File: src/rtl/core/thsu_pkg.sv
// Shared types and constants for the trilinear hysteresis stress update block.
// Depends on nothing; imported by every module under rtl/core.
package thsu_pkg;

    localparam int DATA_WIDTH  = 32;
    localparam int STRESS_BITS = (DATA_WIDTH < 32) ? DATA_WIDTH : 32;
    localparam int Q_FRAC      = 30;

    // Products are saturated to plus or minus two to the power 32.
    localparam logic [33:0] WIDE_LIM = 34'h1_0000_0000;

    typedef enum logic [3:0] {
        PATH_ELASTIC  = 4'd0,
        PATH_YIELD1_P = 4'd1,
        PATH_YIELD2_P = 4'd2,
        PATH_UNLOAD_P = 4'd3,
        PATH_RECOV_P  = 4'd4,
        PATH_YIELD1_N = 4'd5,
        PATH_YIELD2_N = 4'd6,
        PATH_UNLOAD_N = 4'd7,
        PATH_RECOV_N  = 4'd8
    } t_path;

    typedef enum logic [2:0] {
        CFG_E0       = 3'd0,
        CFG_H1       = 3'd1,
        CFG_H2       = 3'd2,
        CFG_FY_SIG   = 3'd3,
        CFG_SY_SIG   = 3'd4,
        CFG_FY_EPS   = 3'd5,
        CFG_SY_EPS   = 3'd6,
        CFG_RESERVED = 3'd7
    } t_cfg_idx;

endpackage

File: src/rtl/core/thsu_mul.sv
// Bit-serial fixed-point multiplier: floor(m * d / 2^30), saturated to +-2^32.
// Depends on thsu_pkg; one operand bit is consumed per cycle.
module thsu_mul import thsu_pkg::*; (
    input  logic               i_clk,
    input  logic               i_rst_n,
    input  logic               i_start,
    input  logic        [31:0] i_mult,
    input  logic signed [63:0] i_opnd,
    output logic               o_done,
    output logic signed [33:0] o_result
);

    logic              r_busy;
    logic              r_fin;
    logic              r_done;
    logic        [5:0] r_cnt;
    logic              r_neg;
    logic       [31:0] r_m;
    logic       [31:0] r_acc;
    logic       [63:0] r_sh;
    logic signed [33:0] r_res;

    logic       [32:0] w_sum;
    logic              w_ovf;
    logic              w_inc;
    logic       [33:0] w_q;
    logic       [33:0] w_mag;

    always_comb begin
        w_sum = {1'b0, r_acc} + (r_sh[0] ? {1'b0, r_m} : 33'd0);
        w_ovf = |{r_acc, r_sh[63]};
        // Rounding toward minus infinity: a negative product with a fraction rounds away.
        w_inc = r_neg & (|r_sh[Q_FRAC-1:0]);
        w_q   = {1'b0, r_sh[62:Q_FRAC]} + {33'd0, w_inc};
        w_mag = (w_ovf || (w_q > WIDE_LIM)) ? WIDE_LIM : w_q;
    end

    always_ff @(posedge i_clk) begin
        if (!i_rst_n) begin
            r_busy <= 1'b0;
            r_fin  <= 1'b0;
            r_done <= 1'b0;
            r_cnt  <= '0;
        end else begin
            r_done <= 1'b0;
            if (i_start) begin
                r_busy <= 1'b1;
                r_cnt  <= '0;
                r_neg  <= i_opnd[63];
                r_m    <= i_mult;
                r_acc  <= '0;
                r_sh   <= i_opnd[63] ? (64'd0 - 64'(i_opnd)) : 64'(i_opnd);
            end else if (r_busy) begin
                r_acc <= w_sum[32:1];
                r_sh  <= {w_sum[0], r_sh[63:1]};
                r_cnt <= r_cnt + 6'd1;
                if (r_cnt == 6'd63) begin
                    r_busy <= 1'b0;
                    r_fin  <= 1'b1;
                end
            end else if (r_fin) begin
                r_fin  <= 1'b0;
                r_done <= 1'b1;
                r_res  <= r_neg ? -signed'(w_mag) : signed'(w_mag);
            end
        end
    end

    assign o_done   = r_done;
    assign o_result = r_res;

endmodule

File: src/rtl/core/thsu_div.sv
// Bit-serial restoring divider, quotient truncated toward zero, zero divisor gives zero.
// Depends on thsu_pkg; one quotient bit is produced per cycle.
module thsu_div import thsu_pkg::*; (
    input  logic               i_clk,
    input  logic               i_rst_n,
    input  logic               i_start,
    input  logic signed [63:0] i_num,
    input  logic signed [32:0] i_den,
    output logic               o_done,
    output logic signed [63:0] o_quot
);

    logic              r_busy;
    logic              r_fin;
    logic              r_done;
    logic        [5:0] r_cnt;
    logic              r_neg;
    logic       [31:0] r_dmag;
    logic       [31:0] r_rem;
    logic       [63:0] r_q;
    logic signed [63:0] r_res;

    logic       [32:0] w_shift;
    logic       [32:0] w_diff;
    logic              w_ge;
    logic       [32:0] w_dabs;

    always_comb begin
        w_shift = {r_rem, r_q[63]};
        w_diff  = w_shift - {1'b0, r_dmag};
        w_ge    = w_shift >= {1'b0, r_dmag};
        w_dabs  = i_den[32] ? (33'd0 - 33'(i_den)) : 33'(i_den);
    end

    always_ff @(posedge i_clk) begin
        if (!i_rst_n) begin
            r_busy <= 1'b0;
            r_fin  <= 1'b0;
            r_done <= 1'b0;
            r_cnt  <= '0;
        end else begin
            r_done <= 1'b0;
            if (i_start) begin
                r_busy <= 1'b1;
                r_cnt  <= '0;
                r_neg  <= i_num[63] ^ i_den[32];
                r_dmag <= w_dabs[31:0];
                r_rem  <= '0;
                r_q    <= i_num[63] ? (64'd0 - 64'(i_num)) : 64'(i_num);
            end else if (r_busy) begin
                r_rem <= w_ge ? w_diff[31:0] : w_shift[31:0];
                r_q   <= {r_q[62:0], w_ge};
                r_cnt <= r_cnt + 6'd1;
                if (r_cnt == 6'd63) begin
                    r_busy <= 1'b0;
                    r_fin  <= 1'b1;
                end
            end else if (r_fin) begin
                r_fin  <= 1'b0;
                r_done <= 1'b1;
                if (r_dmag == 32'd0) begin
                    r_res <= '0;
                end else begin
                    r_res <= r_neg ? -signed'(r_q) : signed'(r_q);
                end
            end
        end
    end

    assign o_done = r_done;
    assign o_quot = r_res;

endmodule

File: src/rtl/core/trilinear_hysteresis_stress_update.sv
// Trilinear hysteretic stress update: top level with sequencer, history and result register.
// Depends on thsu_pkg, thsu_mul and thsu_div.
//
// Each beat on the input channel carries a trial strain (signed, 30 fraction bits) and a
// commit flag; each one produces exactly one result beat holding the stress, the tangent
// modulus and the path state. The block works on one beat at a time and holds o_in_stall
// high from acceptance until its result has been loaded into the output register; the
// output register then lets the next beat in while the result waits to be taken. All
// arithmetic runs through one bit-serial multiplier and one bit-serial divider. One
// operation step of the sequencer is a start state plus a wait state that ends on the
// unit's done pulse. A beat whose committed path is not an unload branch needs a single
// multiplication before its result. A beat following a committed unload branch first
// recomputes the reverse point (two divisions and three multiplications, one after
// another). A stall on the output holds the result step until the previous result
// has been taken. Only a beat with its commit flag set updates the committed strain,
// stress, path and extreme points; the reverse points are rewritten on every beat that
// follows a committed unload branch, whatever its commit flag. Configuration writes are
// taken whenever the write enable is high and must only be issued while the block is idle.
module trilinear_hysteresis_stress_update import thsu_pkg::*; (
    input  logic               i_clk,
    input  logic               i_rst_n,
    // configuration write port
    input  logic               i_cfg_we,
    input  logic         [2:0] i_cfg_index,
    input  logic        [31:0] i_cfg_data,
    // input channel
    input  logic               i_in_valid,
    output logic               o_in_stall,
    input  logic signed [31:0] i_trial_strain,
    input  logic               i_commit,
    // output channel
    output logic               o_out_valid,
    input  logic               i_out_stall,
    output logic signed [31:0] o_stress,
    output logic        [31:0] o_tangent,
    output logic         [3:0] o_path_state
);

    typedef enum logic [3:0] {
        S_IDLE, S_DIV1, S_DIV1_W, S_MULA, S_MULA_W, S_MULB, S_MULB_W,
        S_DIV2, S_DIV2_W, S_MULC, S_MULC_W, S_PLAN, S_FIN, S_FIN_W, S_OUT
    } t_state;

    localparam logic signed [35:0] SIG_MAX = 36'((64'sd1 <<< (STRESS_BITS - 1)) - 64'sd1);
    localparam logic signed [35:0] SIG_MIN = -SIG_MAX - 36'sd1;
    localparam logic signed [35:0] WIDE_P  = 36'sd4294967296;
    localparam logic signed [35:0] WIDE_N  = -36'sd4294967296;

    function automatic logic signed [31:0] sat32_q(input logic signed [63:0] v);
        if (v > 64'sd2147483647) begin
            return 32'sh7FFF_FFFF;
        end else if (v < -64'sd2147483648) begin
            return 32'sh8000_0000;
        end else begin
            return v[31:0];
        end
    endfunction

    // Configuration registers.
    logic        [31:0] r_e0, r_h1, r_h2;
    logic        [30:0] r_fy_sig, r_sy_sig, r_fy_eps, r_sy_eps;

    // History.
    logic signed [31:0] r_cs_eps, r_cs_sig;
    t_path              r_cs_path;
    logic signed [31:0] r_pk_eps, r_pk_sig, r_tr_eps, r_tr_sig;
    logic signed [31:0] r_rp_eps, r_rp_sig, r_rn_eps, r_rn_sig;

    // Current beat and working values.
    t_state             r_state;
    logic signed [31:0] r_eps;
    logic               r_commit;
    logic signed [63:0] r_origin;
    logic signed [35:0] r_acc;
    logic signed [33:0] r_num;
    logic signed [31:0] r_re;
    t_path              r_fin_st;
    logic        [31:0] r_fin_m;
    logic signed [33:0] r_fin_d;
    logic signed [32:0] r_fin_base;

    // Output register.
    logic               r_out_valid;
    logic signed [31:0] r_stress;
    logic        [31:0] r_tangent;
    t_path              r_path;

    // Unit interfaces.
    logic               w_mul_start, w_div_start;
    logic        [31:0] w_mul_m;
    logic signed [63:0] w_mul_d;
    logic signed [63:0] w_div_n;
    logic signed [32:0] w_div_d;
    logic               w_mul_done, w_div_done;
    logic signed [33:0] w_mul_res;
    logic signed [63:0] w_div_q;

    logic               w_rev_neg;
    logic signed [31:0] w_pe, w_ps;
    logic signed [31:0] w_e1, w_e2;
    t_path              w_st;
    logic signed [33:0] w_e34;
    logic signed [35:0] w_sum;
    logic signed [31:0] w_sig;
    logic               w_out_free;

    thsu_mul u_mul (
        .i_clk    (i_clk),
        .i_rst_n  (i_rst_n),
        .i_start  (w_mul_start),
        .i_mult   (w_mul_m),
        .i_opnd   (w_mul_d),
        .o_done   (w_mul_done),
        .o_result (w_mul_res)
    );

    thsu_div u_div (
        .i_clk   (i_clk),
        .i_rst_n (i_rst_n),
        .i_start (w_div_start),
        .i_num   (w_div_n),
        .i_den   (w_div_d),
        .o_done  (w_div_done),
        .o_quot  (w_div_q)
    );

    // The reverse point is taken toward the trough when unloading from the positive side,
    // and toward the peak when unloading from the negative side.
    assign w_rev_neg = (r_cs_path == PATH_UNLOAD_N);
    assign w_pe      = w_rev_neg ? r_pk_eps : r_tr_eps;
    assign w_ps      = w_rev_neg ? r_pk_sig : r_tr_sig;
    assign w_e1      = signed'({1'b0, r_fy_eps});
    assign w_e2      = signed'({1'b0, r_sy_eps});
    assign w_e34     = 34'(r_eps);

    always_comb begin
        w_mul_start = 1'b0;
        w_mul_m     = r_fin_m;
        w_mul_d     = 64'(r_fin_d);
        unique case (r_state)
            S_MULA: begin
                w_mul_start = 1'b1;
                w_mul_m     = r_e0;
                w_mul_d     = r_origin;
            end
            S_MULB: begin
                w_mul_start = 1'b1;
                w_mul_m     = r_h2;
                w_mul_d     = 64'(w_pe);
            end
            S_MULC: begin
                w_mul_start = 1'b1;
                w_mul_m     = r_e0;
                w_mul_d     = 64'(r_re) - r_origin;
            end
            S_FIN: begin
                w_mul_start = 1'b1;
            end
            default: begin
                w_mul_start = 1'b0;
            end
        endcase
    end

    always_comb begin
        w_div_start = (r_state == S_DIV1) || (r_state == S_DIV2);
        if (r_state == S_DIV2) begin
            w_div_n = {r_num, 30'd0};
            w_div_d = signed'({1'b0, r_e0}) - signed'({1'b0, r_h2});
        end else begin
            w_div_n = {{2{r_cs_sig[31]}}, r_cs_sig, 30'd0};
            w_div_d = signed'({1'b0, r_e0});
        end
    end

    // Branch selection from the committed path and the freshly stored reverse points.
    // A large step across several branches is taken as one branch change only.
    always_comb begin
        unique case (r_cs_path)
            PATH_YIELD1_P: begin
                w_st = (r_eps < r_cs_eps) ? PATH_UNLOAD_P
                     : (r_eps > w_e2) ? PATH_YIELD2_P : PATH_YIELD1_P;
            end
            PATH_YIELD2_P: begin
                w_st = (r_eps < r_cs_eps) ? PATH_UNLOAD_P : PATH_YIELD2_P;
            end
            PATH_UNLOAD_P: begin
                if (r_eps > r_cs_eps) begin
                    w_st = (r_eps > w_e2) ? PATH_YIELD2_P : PATH_YIELD1_P;
                end else begin
                    w_st = (r_eps < r_rp_eps) ? PATH_RECOV_P : PATH_UNLOAD_P;
                end
            end
            PATH_RECOV_P: begin
                if (r_eps > r_cs_eps) begin
                    w_st = (r_eps < -w_e1) ? PATH_UNLOAD_N : PATH_UNLOAD_P;
                end else if (r_eps < r_tr_eps && r_eps < -w_e2) begin
                    w_st = PATH_YIELD2_N;
                end else if (r_eps < r_tr_eps && r_eps < -w_e1) begin
                    w_st = PATH_YIELD1_N;
                end else begin
                    w_st = PATH_RECOV_P;
                end
            end
            PATH_YIELD1_N: begin
                w_st = (r_eps > r_cs_eps) ? PATH_UNLOAD_N
                     : (r_eps < -w_e2) ? PATH_YIELD2_N : PATH_YIELD1_N;
            end
            PATH_YIELD2_N: begin
                w_st = (r_eps > r_cs_eps) ? PATH_UNLOAD_N : PATH_YIELD2_N;
            end
            PATH_UNLOAD_N: begin
                if (r_eps < r_cs_eps) begin
                    w_st = (r_eps < -w_e2) ? PATH_YIELD2_N : PATH_YIELD1_N;
                end else begin
                    w_st = (r_eps > r_rn_eps) ? PATH_RECOV_N : PATH_UNLOAD_N;
                end
            end
            PATH_RECOV_N: begin
                if (r_eps < r_cs_eps) begin
                    w_st = (r_eps > w_e1) ? PATH_UNLOAD_P : PATH_UNLOAD_N;
                end else if (r_eps > r_pk_eps && r_eps > w_e2) begin
                    w_st = PATH_YIELD2_P;
                end else if (r_eps > r_pk_eps && r_eps > w_e1) begin
                    w_st = PATH_YIELD1_P;
                end else begin
                    w_st = PATH_RECOV_N;
                end
            end
            default: begin
                if (r_eps > 32'sd0) begin
                    w_st = (r_eps > w_e2) ? PATH_YIELD2_P
                         : (r_eps > w_e1) ? PATH_YIELD1_P : PATH_ELASTIC;
                end else begin
                    w_st = (r_eps < -w_e2) ? PATH_YIELD2_N
                         : (r_eps < -w_e1) ? PATH_YIELD1_N : PATH_ELASTIC;
                end
            end
        endcase
    end

    assign w_sum = 36'(r_fin_base) + 36'(w_mul_res);
    assign w_sig = (w_sum > SIG_MAX) ? SIG_MAX[31:0]
                 : (w_sum < SIG_MIN) ? SIG_MIN[31:0] : w_sum[31:0];
    assign w_out_free = !r_out_valid || !i_out_stall;

    always_ff @(posedge i_clk) begin
        if (!i_rst_n) begin
            r_state     <= S_IDLE;
            r_out_valid <= 1'b0;
            r_e0        <= 32'd1;
            r_h1        <= '0;
            r_h2        <= '0;
            r_fy_sig    <= '0;
            r_sy_sig    <= '0;
            r_fy_eps    <= '0;
            r_sy_eps    <= '0;
            r_cs_eps    <= '0;
            r_cs_sig    <= '0;
            r_cs_path   <= PATH_ELASTIC;
            r_pk_eps    <= '0;
            r_pk_sig    <= '0;
            r_tr_eps    <= '0;
            r_tr_sig    <= '0;
            r_rp_eps    <= '0;
            r_rp_sig    <= '0;
            r_rn_eps    <= '0;
            r_rn_sig    <= '0;
        end else begin
            if (r_out_valid && !i_out_stall) begin
                r_out_valid <= 1'b0;
            end

            if (i_cfg_we) begin
                unique case (t_cfg_idx'(i_cfg_index))
                    CFG_E0:     r_e0     <= i_cfg_data;
                    CFG_H1:     r_h1     <= i_cfg_data;
                    CFG_H2:     r_h2     <= i_cfg_data;
                    CFG_FY_SIG: begin
                        r_fy_sig <= i_cfg_data[30:0];
                        r_pk_sig <= signed'({1'b0, i_cfg_data[30:0]});
                        r_tr_sig <= -signed'({1'b0, i_cfg_data[30:0]});
                    end
                    CFG_SY_SIG: r_sy_sig <= i_cfg_data[30:0];
                    CFG_FY_EPS: begin
                        r_fy_eps <= i_cfg_data[30:0];
                        r_pk_eps <= signed'({1'b0, i_cfg_data[30:0]});
                        r_tr_eps <= -signed'({1'b0, i_cfg_data[30:0]});
                    end
                    CFG_SY_EPS: r_sy_eps <= i_cfg_data[30:0];
                    default: begin
                    end
                endcase
            end

            unique case (r_state)
                S_IDLE: begin
                    if (i_in_valid) begin
                        r_eps    <= i_trial_strain;
                        r_commit <= i_commit;
                        if (r_cs_path == PATH_UNLOAD_P || r_cs_path == PATH_UNLOAD_N) begin
                            r_state <= S_DIV1;
                        end else begin
                            r_state <= S_PLAN;
                        end
                    end
                end
                S_DIV1: r_state <= S_DIV1_W;
                S_DIV1_W: begin
                    if (w_div_done) begin
                        // Strain at which the elastic unload line crosses zero stress.
                        r_origin <= 64'(r_cs_eps) - w_div_q;
                        r_state  <= S_MULA;
                    end
                end
                S_MULA: r_state <= S_MULA_W;
                S_MULA_W: begin
                    if (w_mul_done) begin
                        r_acc   <= 36'(w_mul_res) + 36'(w_ps);
                        r_state <= S_MULB;
                    end
                end
                S_MULB: r_state <= S_MULB_W;
                S_MULB_W: begin
                    if (w_mul_done) begin
                        if (r_acc - 36'(w_mul_res) > WIDE_P) begin
                            r_num <= WIDE_P[33:0];
                        end else if (r_acc - 36'(w_mul_res) < WIDE_N) begin
                            r_num <= WIDE_N[33:0];
                        end else begin
                            r_num <= 34'(r_acc - 36'(w_mul_res));
                        end
                        r_state <= S_DIV2;
                    end
                end
                S_DIV2: r_state <= S_DIV2_W;
                S_DIV2_W: begin
                    if (w_div_done) begin
                        r_re    <= sat32_q(w_div_q);
                        r_state <= S_MULC;
                    end
                end
                S_MULC: r_state <= S_MULC_W;
                S_MULC_W: begin
                    if (w_mul_done) begin
                        if (w_rev_neg) begin
                            r_rn_eps <= r_re;
                            r_rn_sig <= sat32_q(64'(w_mul_res));
                        end else begin
                            r_rp_eps <= r_re;
                            r_rp_sig <= sat32_q(64'(w_mul_res));
                        end
                        r_state <= S_PLAN;
                    end
                end
                S_PLAN: begin
                    r_fin_st <= w_st;
                    unique case (w_st)
                        PATH_YIELD1_P: begin
                            r_fin_m    <= r_h1;
                            r_fin_d    <= w_e34 - 34'(w_e1);
                            r_fin_base <= 33'(signed'({1'b0, r_fy_sig}));
                        end
                        PATH_YIELD2_P: begin
                            r_fin_m    <= r_h2;
                            r_fin_d    <= w_e34 - 34'(w_e2);
                            r_fin_base <= 33'(signed'({1'b0, r_sy_sig}));
                        end
                        PATH_YIELD1_N: begin
                            r_fin_m    <= r_h1;
                            r_fin_d    <= w_e34 + 34'(w_e1);
                            r_fin_base <= -33'(signed'({1'b0, r_fy_sig}));
                        end
                        PATH_YIELD2_N: begin
                            r_fin_m    <= r_h2;
                            r_fin_d    <= w_e34 + 34'(w_e2);
                            r_fin_base <= -33'(signed'({1'b0, r_sy_sig}));
                        end
                        PATH_UNLOAD_P, PATH_UNLOAD_N: begin
                            r_fin_m    <= r_e0;
                            r_fin_d    <= w_e34 - 34'(r_cs_eps);
                            r_fin_base <= 33'(r_cs_sig);
                        end
                        PATH_RECOV_P: begin
                            r_fin_m    <= r_h2;
                            r_fin_d    <= w_e34 - 34'(r_rp_eps);
                            r_fin_base <= 33'(r_rp_sig);
                        end
                        PATH_RECOV_N: begin
                            r_fin_m    <= r_h2;
                            r_fin_d    <= w_e34 - 34'(r_rn_eps);
                            r_fin_base <= 33'(r_rn_sig);
                        end
                        default: begin
                            r_fin_m    <= r_e0;
                            r_fin_d    <= w_e34;
                            r_fin_base <= '0;
                        end
                    endcase
                    r_state <= S_FIN;
                end
                S_FIN: r_state <= S_FIN_W;
                S_FIN_W: begin
                    if (w_mul_done) begin
                        r_state <= S_OUT;
                    end
                end
                S_OUT: begin
                    if (w_out_free) begin
                        r_out_valid <= 1'b1;
                        r_stress    <= w_sig;
                        r_tangent   <= r_fin_m;
                        r_path      <= r_fin_st;
                        if (r_commit) begin
                            r_cs_eps  <= r_eps;
                            r_cs_sig  <= w_sig;
                            r_cs_path <= r_fin_st;
                            if ((r_fin_st == PATH_YIELD1_P || r_fin_st == PATH_YIELD2_P)
                                && r_eps > r_pk_eps) begin
                                r_pk_eps <= r_eps;
                                r_pk_sig <= w_sig;
                            end
                            if ((r_fin_st == PATH_YIELD1_N || r_fin_st == PATH_YIELD2_N)
                                && r_eps < r_tr_eps) begin
                                r_tr_eps <= r_eps;
                                r_tr_sig <= w_sig;
                            end
                        end
                        r_state <= S_IDLE;
                    end
                end
                default: r_state <= S_IDLE;
            endcase
        end
    end

    assign o_in_stall   = (r_state != S_IDLE);
    assign o_out_valid  = r_out_valid;
    assign o_stress     = r_stress;
    assign o_tangent    = r_tangent;
    assign o_path_state = r_path;

endmodule
File: config.mk
export PLATFORM = sky130hd
export DESIGN_NAME = trilinear_hysteresis_stress_update
export DESIGN_NICKNAME = d
export VERILOG_FILES = /design/src/rtl/core/thsu_pkg.sv /design/src/rtl/core/thsu_mul.sv /design/src/rtl/core/thsu_div.sv /design/src/rtl/core/trilinear_hysteresis_stress_update.sv
export SDC_FILE = /design/constraint.sdc
export NUM_CORES = 2
export LEC_CHECK = 0
export BUFFER_PORTS_ARGS = -buffer_cell sky130_fd_sc_hd__buf_2
export CORE_MARGIN = 10
export CORE_UTILIZATION = 40
export CTS_CLUSTER_DIAMETER = 80
export DETAILED_ROUTE_END_ITERATION = 6
export PLACE_DENSITY = 0.59
export SLEW_MARGIN = 20
export SYNTH_ARGS = -nofsm -noshare
export SYNTH_HDL_FRONTEND = slang
export SYNTH_SLANG_ARGS = --single-unit
File: constraint.sdc
create_clock -name i_clk -period 12.35 [get_ports i_clk]
set_clock_uncertainty 0.05 [all_clocks]
set_input_delay 0.6175 -clock i_clk [delete_from_list [all_inputs] [get_ports i_clk]]
set_output_delay 0.6175 -clock i_clk [all_outputs]
set_load 0.02 [all_outputs]
Word-level counts from Yosys, hierarchy flattened
Index checks and enable logic that the tools add are counted.

operators by class
  shift operators = 0
  $lt $le $gt $ge = 21
  divide/modulo/power cells = 0
  add/sub/neg operators = 28
  reductions and logical operators = 59
  eq/ne operators = 52
  bitwise operators = 8
  $mul = 0
  muxes and demuxes = 103

operators by type and width
  kind                     count
  $mux W32                 36
  $mux W64                 8
  $pmux W34 S7             1
  $pmux W33 S7             1
  $sub A32 B32 Y33         6
  $pmux W64 S3             1
  $gt A32 B32 Y1           5
  $lt A32 B32 Y1           5
  $pmux W32 S2             2
  $sub A1 B64 Y64 const A  2
  $sub A32 B64 Y64         2
  $mux W34                 3
  $neg A31 Y32             3
  $add A32 B32 Y33         2
  $neg A31 Y33             2
  $gt A64 B32 Y1 const B   1
  $lt A64 B32 Y1 const B   1
  $mux W4                  16
  $neg A64 Y64             1
  $pmux W4 S15             1
  $eq A4 B3 Y1 const B     14
  $eq A4 B4 Y1 const B     9
  $gt A36 B34 Y1 const B   1
  $lt A36 B33 Y1 const B   1
  49 further kinds         147

storage, ports and cells
  RAM bits = 0
  bits in latches = 0
  ROM bits = 0
  input port bits = 73
  memories kept = 0
  logic and storage cells = 323
  output and inout bits = 70
  flip-flop bits (word level) = 1,293

Depth between registers and ports, before layout
  word-level depth = 10
  gate-level depth with buffers = 41
  mapped depth without buffers = 39

Modules after synthesis
A second synthesis with hierarchy kept.

second synthesis, totals
  cells, all modules = 11,280
  area total of the unflattened synthesis = 93,108.0 µm²

by module, submodules not included
  module                              area each (µm²)  cells an instance  times used
  trilinear_hysteresis_stress_update  68,349.3         8,700              1
  thsu_div                            13,085.0         1,357              1
  thsu_mul                            11,673.7         1,223              1

Worst setup path after synthesis
Ideal clock, no wire load.

  path type = register to register
  from = reg r_fy_eps[3]
  to = reg r_fin_d[30], data pin
  stages on the path, launching flop included = 42
  required time = 12.024 ns
  data arrival time = 8.671 ns
  slack = 3.353 ns
  cells stage by stage = dfxtp_1 -> inv_1 -> nand3_1 -> nor3_1 -> nand2_1 -> nor4_1 -> nand2_1 -> or2_2 -> or3_1 -> nor3_1 -> xnor2_1 -> ha_1 -> a21oi_1 -> o211ai_1 -> o22ai_1 -> nor4_1 -> a2bb2oi_1 -> a31oi_1 -> (+6 left out) -> clkbuf_1 -> buf_1 -> o21ai_0 -> ha_1 -> fa_1 -> a211oi_1 -> o21ai_0 -> a311oi_1 -> o21a_1 -> o31ai_1 -> nand4_1 -> nand2_1 -> o31a_1 -> a41o_1 -> o41a_1 -> or2_2 -> nand3_1 -> a41oi_1

between the ends
  word-level cells in the longest chain between the ends = 10
  elaborated cells between the ends (all ways) = 31
  those cells by class = add/sub (3); order compare (2); eq/ne (8); mux (15); reduce/logical (3)

ends and longest elaborated chain
  what                                          RTL line                                                                                                                         source
  from (decl)                                   trilinear_hysteresis_stress_update.sv:61                                                                                         logic [30:0] r_fy_sig, r_sy_sig, r_fy_eps, r_sy_eps;
  from (signal assigned)                        trilinear_hysteresis_stress_update.sv:286                                                                                        r_fy_eps <= i_cfg_data[30:0];
  $neg A31 Y32                                  trilinear_hysteresis_stress_update.sv:196, trilinear_hysteresis_stress_update.sv:199, trilinear_hysteresis_stress_update.sv:236
  $lt A32 B32 Y1                                trilinear_hysteresis_stress_update.sv:196, trilinear_hysteresis_stress_update.sv:199, trilinear_hysteresis_stress_update.sv:236
  $logic_and A1 B1 Y1                           trilinear_hysteresis_stress_update.sv:199                                                                                        end else if (r_eps < r_tr_eps && r_eps < -w_e1) begin
  $mux W1                                       trilinear_hysteresis_stress_update.sv:199
  $mux W2                                       trilinear_hysteresis_stress_update.sv:197                                                                                        end else if (r_eps < r_tr_eps && r_eps < -w_e2) begin
  $mux W3                                       trilinear_hysteresis_stress_update.sv:195                                                                                        if (r_eps > r_cs_eps) begin
  $pmux W4 S8                                   trilinear_hysteresis_stress_update.sv:179                                                                                        unique case (r_cs_path)
  $eq A4 B2 Y1 or $eq A4 B3 Y1 (tied branches)  trilinear_hysteresis_stress_update.sv:358                                                                                        unique case (w_st)
  $reduce_or A2 Y1                              trilinear_hysteresis_stress_update.sv:358
  $pmux W34 S7 *                                trilinear_hysteresis_stress_update.sv:358
  to (signal assigned)                          trilinear_hysteresis_stress_update.sv:361                                                                                        r_fin_d <= w_e34 - 34'(w_e1);
  to (signal assigned)                          trilinear_hysteresis_stress_update.sv:366                                                                                        r_fin_d <= w_e34 - 34'(w_e2);
  to (signal assigned)                          trilinear_hysteresis_stress_update.sv:371                                                                                        r_fin_d <= w_e34 + 34'(w_e1);
  to (decl)                                     trilinear_hysteresis_stress_update.sv:79                                                                                         logic signed [33:0] r_fin_d;

Every way passes the cells marked *; elsewhere a longest branch is shown, timed or not.
A chain may end at the register's enable or synchronous reset.

Final worst setup path
Same ends and word-level chain as after synthesis.

==> results_tabular.tex <==
\begin{tabular}{lr}
\hline
Metric & Value \\
\hline
\multicolumn{2}{l}{\textbf{Yosys}} \\
Synthesized instance count & 11,200 \\
Multiplexer share of the synthesized area & 1.33\% \\
Per-instance average area after synthesis & 8.37 um\^{}2 \\
Ys async rst share & 0\% \\
Most frequently used cell type in the post-synthesis netlist & nand2\_1 \\
Top-area cell type share of the netlist area & 23.2\% \\
Ys Warns & 0 \\
Synthesized-area fraction occupied by ao, oa, aoi and oai cells & 23.2\% \\
Simple-gate share of the synthesized area & 20.1\% \\
Sequential fraction of the synthesis area & 35.3\% \\
FF+latch count, synth & 1,291 \\
Post-synth top cells & nand2\_1, nor2\_1, edfxtp\_1 \\
Adder-cell area share of the yosys netlist & 9.01\% \\
Most used flip-flop cell after synthesis & edfxtp\_1 \\
Number of synthesized flops with an enable pin & 724 \\
Main combinational cell family by area after synthesis & compound AO/OA/AOI/OAI gates \\
Synthesized-area fraction occupied by xor and xnor cells & 6.24\% \\
Post-synth cell types & 99 \\
Syn Nets & 11,900 \\
Top area cells in the synthesized netlist & edfxtp\_1, dfxtp\_1, ha\_1, nand2\_1, o21ai\_0 \\
Library cell occupying the most area in the post-synthesis netlist & edfxtp\_1 \\
Area of the mapped netlist & 0.0938 mm\^{}2 \\
\multicolumn{2}{l}{\textbf{Global route}} \\
Largest net degree at the start of global routing & 93 \\
Wire length of the first global-routing pass & 583 mm \\
Total grt overflow & 0 \\
Initial antenna violation count & 52 \\
Tot GR Track Use & 30.4\% \\
Number of global-route vias before repair & 84,000 \\
\multicolumn{2}{l}{\textbf{Route}} \\
Number of nets with antenna violations after detailed routing & 0 \\
Final routed wire length divided by cell count & 28.2 um \\
Drt total wl & 408 mm \\
Drc violations & 25 \\
Vias after detailed routing & 89,500 \\
Initial detailed-routing violation count & 10,100 \\
DRT Pass-1 Iters & 7 \\
Vias per cell & 6.18 \\
\multicolumn{2}{l}{\textbf{Flow run}} \\
Maximum capacitance violations & 0 \\
\multicolumn{2}{l}{\textbf{Critical path}} \\
Worst Path Max Fanout & 25 \\
Highest cell delay on the worst timing path & 0.70 ns \\
R2R Path Start & r\_fy\_eps[3]\$\_SDFFE\_PN0P\_ \\
Buf+Inv Stages, Crit Path & 2 \\
Startpoint kind of the worst setup timing path & register \\
CP arrival & 11.15 ns \\
Setup Crit Path Kind & reg -> reg \\
Top Family by Delay on Critical Path & compound AO/OA/AOI/OAI gates \\
Crit-path most repeated cell & nand2\_1 \\
Setup crit start & r\_fy\_eps[3]\$\_SDFFE\_PN0P\_ \\
Critical-path cell with the highest stage delay & nor3\_4 \\
Critical Path End Type & register \\
CP Data Required Time & 12.85 ns \\
\multicolumn{2}{l}{\textbf{Status}} \\
Status & complete, but fails checks \\
Violated checks & DRC \\
\multicolumn{2}{l}{\textbf{Finish}} \\
Post-layout net count & 11,900 \\
Ratio of cells with drive above 1 in the final layout & 7.06\% \\
Layout Area Growth over Synthesis & 11.2\% \\
Number of fillers in the final layout & 22,800 \\
\multicolumn{2}{l}{\textbf{STA}} \\
Min Tclk post-route & 10.65 ns \\
Fmax achieved & 93.9 MHz \\
Unrepaired setup endpoints after global routing & false \\
Worst Tran Pin Value & 1.32 ns \\
Tcrit/Tclk final & 86.2\% \\
Final hold viol count & 0 \\
Total negative slack for setup checks & 0 ns \\
Slew Viols, Final & 0 \\
Endpoints failing setup & 0 \\
Worst hold margin & 0.107 ns \\
Relative slew slack & 11.2\% \\
Least setup slack across all paths after layout & 1.70 ns \\
\multicolumn{2}{l}{\textbf{Die}} \\
Initial Util & 40.2\% \\
CORE AREA & 0.233 mm\^{}2 \\
Height of the chip & 504 um \\
Number of top-level pins & 143 \\
Area of the die & 0.254 mm\^{}2 \\
Number of cell rows & 177 \\
Die width & 504 um \\
\multicolumn{2}{l}{\textbf{Clocking}} \\
Library cell used as clock root buffer & clkbuf\_16 \\
Latest clock arrival within the worst-skew pair & 0.90 ns \\
Cts bufs inserted & 163 \\
Post-cts sizing count & 0 \\
CTS HTree Levels & 4 \\
Clock transition at the registers of the reported paths & 0.06 ns \\
CTS tree & yes \\
Clock Sink Count & 1,291 \\
Worst-case clock buffer depth & 3 \\
\multicolumn{2}{l}{\textbf{Min path}} \\
Worst hold path type & in -> reg \\
Start point of the worst hold path & i\_commit \\
\multicolumn{2}{l}{\textbf{Place}} \\
Worst slack, placed & 1.94 ns \\
Weighted congestion at the end of routability-driven global placement & 1.00 \\
Total half-perimeter wirelength after legalization and detailed placement & 307 mm \\
Number of buffers added on ports & 142 \\
\multicolumn{2}{l}{\textbf{Pwr}} \\
Pwr dens & 152 mW/mm\^{}2 \\
Worst IR Drop VDD & 0.143 mV \\
Leak Pwr & 41.0 nW \\
\hline
\end{tabular}
-- power breakdown --
part / switching [mW] / internal [mW] / leakage [nW]
Sequential: 0.310 / 5.08 / 11.3
Combinational: 3.57 / 1.71 / 27.0
Clock: 2.17 / 2.96 / 2.80
Total: 6.06 / 9.75 / 41.0
-- area by class of cell --
class	count	area, um^2	share of cell area (%)
flip-flops and latches	1291	33100	31.7
well taps	3132	3920	3.76
diodes	28	70.1	0.0672
clock inverters	89	1200	1.15
multi-input cells	8700	56500	54.2
repair buffers	353	2410	2.31
clock buffers	215	4580	4.39
inverters	660	2480	2.38
-- worst paths after layout --
kind	end	slack [ns]	depth (start not counted)
setup reg to reg	r_fin_d[30]$_DFFE_PP_	1.70	38
setup / recovery	r_fin_d[30]$_DFFE_PP_	1.70	38
hold reg to reg	r_h2[12]$_SDFFE_PN0P_	0.41	2
hold / removal	r_commit$_DFFE_PP_	0.11	1
-- registers in the layout, indices dropped and copies added (netlist names), 33 cells and up --
name	cells
u_div.r_q	64
r_origin	64
r_fin_base	33
u_mul.r_sh	64
u_div.o_quot	64
r_acc	35
r_fin_d	33
r_num	34
u_mul.o_result	34
-- cells in the final DEF (no fill, tap or decap), types with 97 or more instances in the layout --
cell type and count:
ha_1 653, nand2_1 1677, clkbuf_16 167, nor2_1 786, nor3_1 231, inv_1 656, nor2b_1 99, mux2i_1 111
nand4_1 155, nor4_1 111, dfxtp_1 567, o21ai_0 696, and3_1 97, o211a_1 126, a21oi_1 642, a21boi_0 359
o211ai_1 146, and2_1 183, xnor2_1 377, buf_4 177, buf_2 141, nand3_1 246, edfxtp_1 724, a21o_1 243
xor2_1 291
-- cells by family after synthesis --
logic type                 after synthesis
and+or+nand+nor                       4035
DFF                                   1291
buffers and inverters                 1206
muxes                                  123
AOI/OAI and AO/OA                     3207
xor gates and xnor gates               668
adders and majority gates              667
-- worst register-to-register path, delay by kind of cell (launching register included) --
kind            cells  cell delay (ns)
compound gates     18             4.42
xor+xnor            1             0.10
fa+ha+maj           3             0.97
buf+inv             2             0.23
flops               1             0.31
simple gates       14             4.30
-- per-stage QoR --
| step | utilization (%) | cell area [um^2] | std cells | power, mW |
|---|---|---|---|---|
| finish | 44.7 | 104000 | 14500 | 15.8 |
| floorplan | - | 93800 | 11200 | 8.74 |
| global placement | 42.1 | 98000 | 14100 | 10.5 |
| CTS | 44.7 | 104000 | 14400 | 15.7 |
| global route | 44.7 | 104000 | 14400 | 16.4 |
| detailed placement | 42.1 | 98000 | 14100 | 10.6 |
-- timing repair --
action / CTS / global route
setup buffers: 0 / 0
hold endpoints to repair: 35 / 0
hold buffers: 33 / 0
-- layer usage --
layer  routed length (um)  GRT usage, %
met5                  240             0
met2               177000          47.0
met3                40200          7.15
met1               165000          39.3
met4                25300          16.4
Power figures use the tool's default switching activity.
